File: config.mk
export PLATFORM = sky130hd
export DESIGN_NAME = integer_to_ascii_formatter_top
export DESIGN_NICKNAME = d
export VERILOG_FILES = /design/src/rtl/itoa_pkg.sv /design/src/rtl/integer_to_ascii_formatter_top.sv /design/src/rtl/itoa_bcd.sv
export SDC_FILE = /design/constraint.sdc
export NUM_CORES = 1
export LEC_CHECK = 0
export BUFFER_PORTS_ARGS = -buffer_cell sky130_fd_sc_hd__buf_2
export CORE_UTILIZATION = 50
export DETAILED_ROUTE_END_ITERATION = 7
export GPL_TIMING_DRIVEN = 0
export PLACE_DENSITY = 0.76
export SLEW_MARGIN = 20
export SYNTH_ARGS = -nofsm -noshare
export SYNTH_HDL_FRONTEND = slang
export SYNTH_HIERARCHICAL = 1
export SYNTH_SLANG_ARGS = --single-unit
File: constraint.sdc
create_clock -name clk -period 5.5 [get_ports clk]
set_clock_uncertainty 0.05 [all_clocks]
set_input_delay 0.275 -clock clk [delete_from_list [all_inputs] [get_ports clk]]
set_output_delay 0.275 -clock clk [all_outputs]
set_load 0.02 [all_outputs]
File: src/rtl/itoa_pkg.sv
// ----------------------------------------------------------------------------
// itoa_pkg
// Shared types, constants and the digit-to-character mapping for the
// integer-to-ASCII formatter.
// ----------------------------------------------------------------------------
package itoa_pkg;

  localparam int unsigned BIN_W   = 32;  // Width converted in decimal mode.
  localparam int unsigned BCD_DIG = 10;  // Decimal digits for 32 bits.
  localparam int unsigned BCD_W   = 4 * BCD_DIG;
  localparam int unsigned CNT_W   = 5;   // Digit counts up to 16.

  typedef enum logic [1:0] {
    OP_DEC     = 2'd0,
    OP_HEX_LO  = 2'd1,
    OP_HEX_UP  = 2'd2,
    OP_HEX64   = 2'd3
  } op_t;

  localparam logic [7:0] ASCII_ZERO    = 8'h30;
  localparam logic [7:0] ASCII_A_LOWER = 8'h61;
  localparam logic [7:0] ASCII_A_UPPER = 8'h41;
  localparam logic [3:0] DIGIT_TEN     = 4'd10;

  // Maps one digit (0 to 15) to its ASCII code.
  function automatic logic [7:0] digit_char(input logic [3:0] d, input logic upper);
    logic [7:0] base;
    begin
      base = upper ? ASCII_A_UPPER : ASCII_A_LOWER;
      if (d < DIGIT_TEN) begin
        digit_char = ASCII_ZERO + {4'b0, d};
      end else begin
        digit_char = base + {4'b0, d - DIGIT_TEN};
      end
    end
  endfunction

endpackage

File: src/rtl/integer_to_ascii_formatter_top.sv
// ----------------------------------------------------------------------------
// integer_to_ascii_formatter_top
// Formats one unsigned number as decimal or hex ASCII digits.
// ----------------------------------------------------------------------------
// Usage:
//   A request on the input channel (in_valid high, in_stall low) carries a
//   value and an operation. The block then emits one output request per
//   digit, most significant first, with no leading zeros. The final digit
//   has is_last set and digit_count holding the number of digits.
//   in_stall stays high from acceptance until the last digit has been
//   loaded into the output register, so one number is handled at a time.
//   A hex number is handled in order: acceptance, stripping of leading zeros
//   one nibble at a time, latching of the digit count and then emission of
//   each digit; it has 8 digit slots in the 32-bit modes and 16 in the
//   64-bit mode. A decimal number first passes through the shift-and-add-3
//   converter and then takes the same path over its 10 digit slots.
//   The output register holds a digit while out_stall is high; the next
//   digit is produced only when that register is free, so a stall simply
//   freezes the sequencer while it emits digits. Reset returns the block
//   to idle and drops out_valid; no other state survives between numbers.
// ----------------------------------------------------------------------------
module integer_to_ascii_formatter_top (
  input  logic        clk,
  input  logic        rst,
  input  logic        in_valid,
  output logic        in_stall,
  input  logic [63:0] value,
  input  logic [1:0]  operation,
  output logic        out_valid,
  input  logic        out_stall,
  output logic [7:0]  char_code,
  output logic        is_last,
  output logic [4:0]  digit_count
);

  typedef enum logic [3:0] {
    ST_IDLE = 4'b0001,
    ST_CONV = 4'b0010,
    ST_NORM = 4'b0100,
    ST_EMIT = 4'b1000
  } state_t;

  state_t                        state;
  logic [63:0]                   digits;
  logic [itoa_pkg::CNT_W-1:0]    remain;
  logic [itoa_pkg::CNT_W-1:0]    total;
  logic                          upper;
  logic                          in_accept;
  logic                          bcd_start;
  logic                          bcd_done;
  logic [itoa_pkg::BCD_W-1:0]    bcd;
  logic                          out_free;

  assign in_stall  = (state != ST_IDLE);
  assign in_accept = in_valid && !in_stall;
  assign bcd_start = in_accept && (operation == itoa_pkg::OP_DEC);
  assign out_free  = !out_valid || !out_stall;

  itoa_bcd u_bcd (
    .clk   (clk),
    .rst   (rst),
    .start (bcd_start),
    .bin   (value[itoa_pkg::BIN_W-1:0]),
    .done  (bcd_done),
    .bcd   (bcd)
  );

  always_ff @(posedge clk) begin
    if (rst) begin
      state     <= ST_IDLE;
      out_valid <= 1'b0;
    end else begin
      if (state == ST_EMIT && out_free) begin
        out_valid <= 1'b1;
      end else if (out_valid && !out_stall) begin
        out_valid <= 1'b0;
      end
      case (state)
        ST_IDLE: begin
          if (in_accept) begin
            state <= (operation == itoa_pkg::OP_DEC) ? ST_CONV : ST_NORM;
          end
        end
        ST_CONV: begin
          if (bcd_done) begin
            state <= ST_NORM;
          end
        end
        ST_NORM: begin
          if (remain == 5'd1 || digits[63:60] != 4'd0) begin
            state <= ST_EMIT;
          end
        end
        ST_EMIT: begin
          if (out_free) begin
            if (remain == 5'd1) begin
              state <= ST_IDLE;
            end
          end
        end
        default: begin
          state <= ST_IDLE;
        end
      endcase
    end
  end

  // Datapath: the digit register shifts one nibble per cycle, first to strip
  // leading zeros, then, unless the output stalls, to present each digit.
  always_ff @(posedge clk) begin
    case (state)
      ST_IDLE: begin
        if (in_accept) begin
          upper <= (operation == itoa_pkg::OP_HEX_UP);
          if (operation == itoa_pkg::OP_HEX64) begin
            digits <= value;
            remain <= 5'd16;
          end else begin
            digits <= {value[31:0], 32'b0};
            remain <= (operation == itoa_pkg::OP_DEC) ? 5'd10 : 5'd8;
          end
        end
      end
      ST_CONV: begin
        if (bcd_done) begin
          digits <= {bcd, 24'b0};
        end
      end
      ST_NORM: begin
        if (remain == 5'd1 || digits[63:60] != 4'd0) begin
          total <= remain;
        end else begin
          digits <= {digits[59:0], 4'b0};
          remain <= remain - 5'd1;
        end
      end
      ST_EMIT: begin
        if (out_free) begin
          char_code   <= itoa_pkg::digit_char(digits[63:60], upper);
          is_last     <= (remain == 5'd1);
          digit_count <= (remain == 5'd1) ? total : 5'd0;
          digits      <= {digits[59:0], 4'b0};
          remain      <= remain - 5'd1;
        end
      end
      default: begin
        digits <= digits;
      end
    endcase
  end

endmodule

File: src/rtl/itoa_bcd.sv
// ----------------------------------------------------------------------------
// itoa_bcd
// Iterative binary-to-BCD converter for a 32-bit operand: one
// shift-and-add-3 step per cycle.
// ----------------------------------------------------------------------------
module itoa_bcd (
  input  logic                          clk,
  input  logic                          rst,
  input  logic                          start,
  input  logic [itoa_pkg::BIN_W-1:0]    bin,
  output logic                          done,
  output logic [itoa_pkg::BCD_W-1:0]    bcd
);

  logic [itoa_pkg::BIN_W-1:0] bin_sh;
  logic [4:0]                 step;
  logic                       busy;
  logic [itoa_pkg::BCD_W-1:0] corr;

  // Add 3 to every digit that is 5 or more before the shift.
  always_comb begin
    for (int i = 0; i < itoa_pkg::BCD_DIG; i++) begin
      if (bcd[4*i +: 4] >= 4'd5) begin
        corr[4*i +: 4] = bcd[4*i +: 4] + 4'd3;
      end else begin
        corr[4*i +: 4] = bcd[4*i +: 4];
      end
    end
  end

  always_ff @(posedge clk) begin
    if (rst) begin
      busy <= 1'b0;
      done <= 1'b0;
      step <= '0;
    end else begin
      done <= 1'b0;
      if (start) begin
        busy <= 1'b1;
        step <= '0;
      end else if (busy) begin
        step <= step + 5'd1;
        if (step == 5'd31) begin
          busy <= 1'b0;
          done <= 1'b1;
        end
      end
    end
  end

  always_ff @(posedge clk) begin
    if (start) begin
      bin_sh <= bin;
      bcd    <= '0;
    end else if (busy) begin
      bcd    <= {corr[itoa_pkg::BCD_W-2:0], bin_sh[itoa_pkg::BIN_W-1]};
      bin_sh <= {bin_sh[itoa_pkg::BIN_W-2:0], 1'b0};
    end
  end

endmodule

==> flow_metrics.env, run 1 <==
export IMPL_gp_congestion=0.8767
export IMPL_grt_total_usage_pct=25.03
export IMPL_antenna_found_initial=0
export IMPL_syn_num_nets=844
export IMPL_drt_iter0_markers=750
export IMPL_grt_max_degree=26
export IMPL_instances_no_fill=1088
export IMPL_report_final_setup_viol=0
export IMPL_drive_gt1_share_pct=23.16
export IMPL_synth_flop_cell="edfxtp_1"
export IMPL_wl_per_cell_um=19.88
export IMPL_vdd_drop_max_v=0.0002746
export IMPL_final_area_mm2=0.009955
export IMPL_tns_ns=0
export IMPL_grt_pass1_wl_mm=33.45
export IMPL_synth_edf_count=120
export IMPL_maxCapViolCount=0
export IMPL_clk_latency_ns=0.43
export IMPL_cp_end_kind="register"
export IMPL_whs_ns=0.08309
export IMPL_setup_ws_ns=2.523
export IMPL_grt_overflow_total=0
export IMPL_clkTransAtPathRegs_ns=0.07
export IMPL_reg2reg_depth=8
export IMPL_drtAntennaViolNets=0
export IMPL_clockBufferDepth=2
export IMPL_fin_util_pct=59.60
export IMPL_vias_per_cell=5.963
export IMPL_rows=47
export IMPL_r2r_start="state[0]"
export IMPL_holdCritStartpoint="rst"
export IMPL_crit_fanout=25
export IMPL_num_vias=6488
export IMPL_hold_buffers=0
export IMPL_synth_area_leaders="edfxtp_1 (42%), dfxtp_1 (12%), mux2i_1 (4.2%)"
export IMPL_syn_avg_cell_area_um2=11.50
export IMPL_postSynthCellCount=747
export IMPL_cts_resized=0
export IMPL_grt_pass1_vias=6251
export IMPL_pwr_share_comb_pct=27.2
export IMPL_startpoint_type="register"
export IMPL_yosysSeqAreaShare_pct=54.05
export IMPL_core_area_mm2=0.01670
export IMPL_status="finished clean"
export IMPL_p_switching_mw=1.564
export IMPL_nets=952
export IMPL_detailedPlace_worstSlack_ns=2.569
export IMPL_dp_cells=1056
export IMPL_power_density_mw_per_mm2=442.7
export IMPL_dp_hpwl_mm=15.32
export IMPL_slew_headroom_pct=40.57
export IMPL_synth_cell_types=60
export IMPL_worst_pin_slew_ns=0.8915
export IMPL_drtPass1Iterations=6
export IMPL_fin_crit_ns=2.977
export IMPL_seqPwrFrac_pct=46.1
export IMPL_cts_tree="built"
export IMPL_hold_violations=0
export IMPL_drc=0
export IMPL_switching_share_pct=35.48
export IMPL_yosysTopAreaCellShare_pct=41.93
export IMPL_pin_count=86
export IMPL_internal_power_mw=2.843
export IMPL_p_total_mw=4.407
export IMPL_timing_final_crit_share_pct=54.13
export IMPL_mostFrequentLayoutCell="edfxtp_1"
export IMPL_crit_start="state[0]"
export IMPL_max_freq_ghz=0.3359
export IMPL_detail_route_wirelength_mm=21.63
export IMPL_synthArstFlopShare_pct=0
export IMPL_root_buffer="clkbuf_16"
export IMPL_antenna_cells=0
export IMPL_final_cell_mix="edfxtp_1 (120), buf_2 (99), o21ai_0 (56)"
export IMPL_initial_utilization_pct=51.45
export IMPL_ys_warn_count=6
export IMPL_area_delta_synth_final_pct=15.84
export IMPL_clock_sinks=172
export IMPL_arrival_ns=3.06
export IMPL_cts_setup_buffers=0
export IMPL_cts_htree_levels=4
export IMPL_dpl_cell_area_mm2=0.009380
export IMPL_min_path_type="primary input to register"
export IMPL_hold_depth=2
export IMPL_netlist_area_mm2=0.008593
export IMPL_cts_buffers=17
export IMPL_synth_top_area_cell="edfxtp_1"
export IMPL_worstSetupPathType="register to register"
export IMPL_final_max_slew_viol_count=0
export IMPL_dieArea_mm2=0.01771
export IMPL_chipHeight_um=133.1
export IMPL_required_ns=5.58
export IMPL_portBuffers=84
export IMPL_p_leak_nw=3.790
export IMPL_ys_ff_latch=172
export IMPL_rsz0062_at_grt="false"
export IMPL_die_w_um=133.1
export IMPL_clkPwrFrac_pct=26.7
synthesized netlist by cell type (9+ instances only):
library cell	number
edfxtp_1	120
dfxtp_1	52
ha_1	27
nor3_1	14
o21ai_1	15
nand4_1	9
a22oi_1	33
a22o_1	20
nor2_1	34
mux2i_1	36
and2_1	18
clkbuf_1	22
nand2_1	34
buf_2	15
o32ai_1	9
nand3_1	10
a21oi_1	37
o21ai_0	56
inv_1	47
mux2_2	31
final timing paths:
| check | slack [ns] | end |
|---|---|---|
| min | 0.08 | out_valid |
| max reg2reg | 2.52 | u_bcd/bin_sh[24] |
| min reg2reg | 0.43 | total[1] |
| max | 2.52 | u_bcd/bin_sh[24] |
final cells by class:
| type | instances | area [µm²] |
|---|---|---|
| plain buffers | 44 | 210.2 |
| clock buffers | 17 | 425.4 |
| clock inverters | 15 | 145.1 |
| fillers | 1357 | 6746 |
| inverters | 47 | 176.4 |
| multi-input cells | 484 | 3577 |
| flip-flops and latches | 172 | 4644 |
| well taps | 220 | 275.3 |
| repair buffers | 89 | 500.5 |
power by group through the flow:
stage	registers (mW)	clock network, mW	logic (mW)
global route	2.06	1.24	1.33
global placement	2.06	0	1.09
floorplan	1.94	0	0.888
finish	2.03	1.17	1.20
detailed placement	2.05	0	1.17
CTS	2.03	1.19	1.18
registers in the layout (all words and copies together), names as in the netlist, 4 cells and up:
signal,count
total,5
u_bcd/bin_sh,32
state,4
u_bcd/step,5
digits,64
digit_count,5
u_bcd/bcd,40
char_code,7
remain,5
layer usage:
| metal | up-vias | track usage (%) | wire, µm | part of all wire (%) |
|---|---|---|---|---|
| met1 | 3131 | 31.84 | 8950 | 41 |
| li1 | 3056 | - | - | - |
| met4 | 0 | 7.008 | 319 | 1.5 |
| met5 | - | 0 | 0 | 0 |
| met2 | 273 | 43.25 | 10770 | 50 |
| met3 | 28 | 5.099 | 1589 | 7.3 |
critical path, cell delays in order, from the launching register on:
cell     delay (ns)
dfxtp_1        0.50
inv_1          0.11
nor4_2         0.47
nand2_1        0.19
nor3_1         0.18
buf_2          0.30
buf_2          0.28
or2_2          0.33
buf_12         0.22
cell families (layout without fill, tap and decap cells):
family                   count (synthesis)  count (layout)  synth area share, %
XOR/XNOR                                11              11                1.121
multiplexers                            67              67                8.256
adder cells (fa/ha/maj)                 27              27                3.931
AND/OR/NAND/NOR                        153             153                9.610
buffers and inverters                   91             212                4.499
AO/OA/AOI/OAI                          225             225                18.49
other                                    1               1              0.04364
flip-flops                             172             172                54.05
(Power assumes the default switching activity.)
==> run 2: changes to the inputs <==
--- a/config.mk
+++ b/config.mk
@@ -9,7 +9,7 @@
 export CORE_UTILIZATION = 50
 export DETAILED_ROUTE_END_ITERATION = 7
 export GPL_TIMING_DRIVEN = 0
-export PLACE_DENSITY = 0.76
+export PLACE_DENSITY = 0.73
 export SLEW_MARGIN = 20
 export SYNTH_ARGS = -nofsm -noshare
 export SYNTH_HDL_FRONTEND = slang
==> constraint.sdc (replaced) <==
create_clock -name clk -period 2.9 [get_ports clk]
set_clock_uncertainty 0.05 [all_clocks]
set_input_delay 0.145 -clock clk [delete_from_list [all_inputs] [get_ports clk]]
set_output_delay 0.145 -clock clk [all_outputs]
set_load 0.02 [all_outputs]
==> run 2 against run 1 <==
Against the previous run: clock power up 88%; setup slack got worse by 2.2 ns; cell area up 2.4%; non-clock buffer count is 19 higher; critical path type unchanged; highest routed layer unchanged.
==> flow_metrics.env, run 2 (synthesis results as in run 1) <==
export IMPL_status="finished clean"
export IMPL_final_area_mm2=0.01020
export IMPL_worst_pin_slew_ns=0.8608
export IMPL_min_path_type="primary input to register"
export IMPL_grt_overflow_total=0
export IMPL_cp_slowest_cell="dfxtp_2"
export IMPL_critPathMaxStageDelay_ns=0.42
export IMPL_vias_per_cell=5.946
export IMPL_wl_per_cell_um=19.43
export IMPL_cts_buffers=17
export IMPL_vdd_drop_max_v=0.0006190
export IMPL_report_final_setup_viol=0
export IMPL_drtPass1Iterations=6
export IMPL_fin_crit_ns=2.584
export IMPL_detail_route_wirelength_mm=21.51
export IMPL_dpl_cell_area_mm2=0.009438
export IMPL_dp_cells=1056
export IMPL_dp_hpwl_mm=15.19
export IMPL_clock_sinks=172
export IMPL_dieArea_mm2=0.01771
export IMPL_max_freq_ghz=0.3870
export IMPL_mostFrequentLayoutCell="edfxtp_1"
export IMPL_antenna_cells=0
export IMPL_clkTransAtPathRegs_ns=0.07
export IMPL_maxCapViolCount=0
export IMPL_antenna_found_initial=0
export IMPL_largest_registers="digits (64), u_bcd/bcd (40), u_bcd/bin_sh (32)"
export IMPL_hold_buffers=17
export IMPL_final_cell_mix="edfxtp_1 (120), buf_2 (99), o21ai_0 (56)"
export IMPL_setup_ws_ns=0.3158
export IMPL_clockBufferDepth=2
export IMPL_top_register="digits"
export IMPL_cp_end_kind="register"
export IMPL_grt_pass1_vias=6249
export IMPL_num_vias=6582
export IMPL_drc=0
export IMPL_pin_count=86
export IMPL_drtAntennaViolNets=0
export IMPL_hold_violations=0
export IMPL_drt_iter0_markers=685
export IMPL_worstSetupPathType="register to register"
export IMPL_path_cells="inv_1, nor4_4, nand2_1, nor3_1, buf_2, buf_2, or2_2, buf_12"
export IMPL_rsz0062_at_grt="false"
export IMPL_cts_tree="built"
export IMPL_initial_utilization_pct=51.45
export IMPL_fin_util_pct=61.05
export IMPL_root_buffer="clkbuf_16"
export IMPL_path_delay_family="simple AND/OR/NAND/NOR gates"
export IMPL_drive_gt1_share_pct=23.56
export IMPL_clk_latency_ns=0.43
export IMPL_gp_congestion=0.8196
export IMPL_cp_buffers_inverters=4
export IMPL_power_density_mw_per_mm2=819.9
export IMPL_area_delta_synth_final_pct=18.65
export IMPL_rows=47
export IMPL_p_total_mw=8.360
export IMPL_required_ns=2.98
export IMPL_die_w_um=133.1
export IMPL_arrival_ns=2.66
export IMPL_chipHeight_um=133.1
export IMPL_nets=971
export IMPL_cts_htree_levels=4
export IMPL_core_area_mm2=0.01670
export IMPL_timing_final_crit_share_pct=89.11
export IMPL_portBuffers=84
export IMPL_cts_resized=0
export IMPL_detailedPlace_worstSlack_ns=0.3417
export IMPL_grt_max_degree=30
export IMPL_grt_pass1_wl_mm=33.27
export IMPL_final_max_slew_viol_count=0
export IMPL_grt_total_usage_pct=24.80
export IMPL_largest_register_ffs=64
export IMPL_p_leak_nw=3.874
export IMPL_cts_setup_buffers=0
export IMPL_crit_top_cell="buf_2"
export IMPL_startpoint_type="register"
export IMPL_slew_headroom_pct=42.61
export IMPL_crit_fanout=29
export IMPL_instances_no_fill=1107
run 2: where the power goes:
part	switching [mW]	internal [mW]
Clock	1.00	1.20
Sequential	0.580	3.28
Combinational	1.30	0.998
Total	2.88	5.48
run 2: worst paths after layout:
kind / startpoint / to / slack (ns) / cells past startpoint
setup / recovery: state[0] / u_bcd/bin_sh[13] / 0.32 / 8
hold / removal: value[16] / digits[16] / 0.01 / 2
setup reg to reg: state[0] / u_bcd/bin_sh[13] / 0.32 / 8
hold reg to reg: remain[1] / total[1] / 0.44 / 0
run 2: per-stage QoR:
stage               setup TNS, ns  hold WS [ns]
finish                          0       0.01361
CTS                             0     0.0005922
detailed placement              0        0.3924
global route                    0      0.003352
global placement           -64.01        0.3882
floorplan                  -3.856        0.1641
run 2: routing by layer:
layer | wire length (µm) | up-vias | global-route usage, %
met3 | 1530 | 36 | 5.213
met1 | 9116 | 3168 | 33.05
li1 | - | 3094 | -
met4 | 442 | 0 | 7.955
met2 | 10420 | 284 | 40.58
met5 | 0 | - | 0
run 2: layout make-up:
class,instances,area [µm²]
Fill cell,1344,6505
Sequential cell,172,4647
Multi-Input combinational cell,484,3628
Timing Repair Buffer,108,690.7
Clock buffer,17,425.4
Tap cell,220,275.3
Buffer,44,214.0
Inverter,47,176.4
Clock inverter,15,138.9
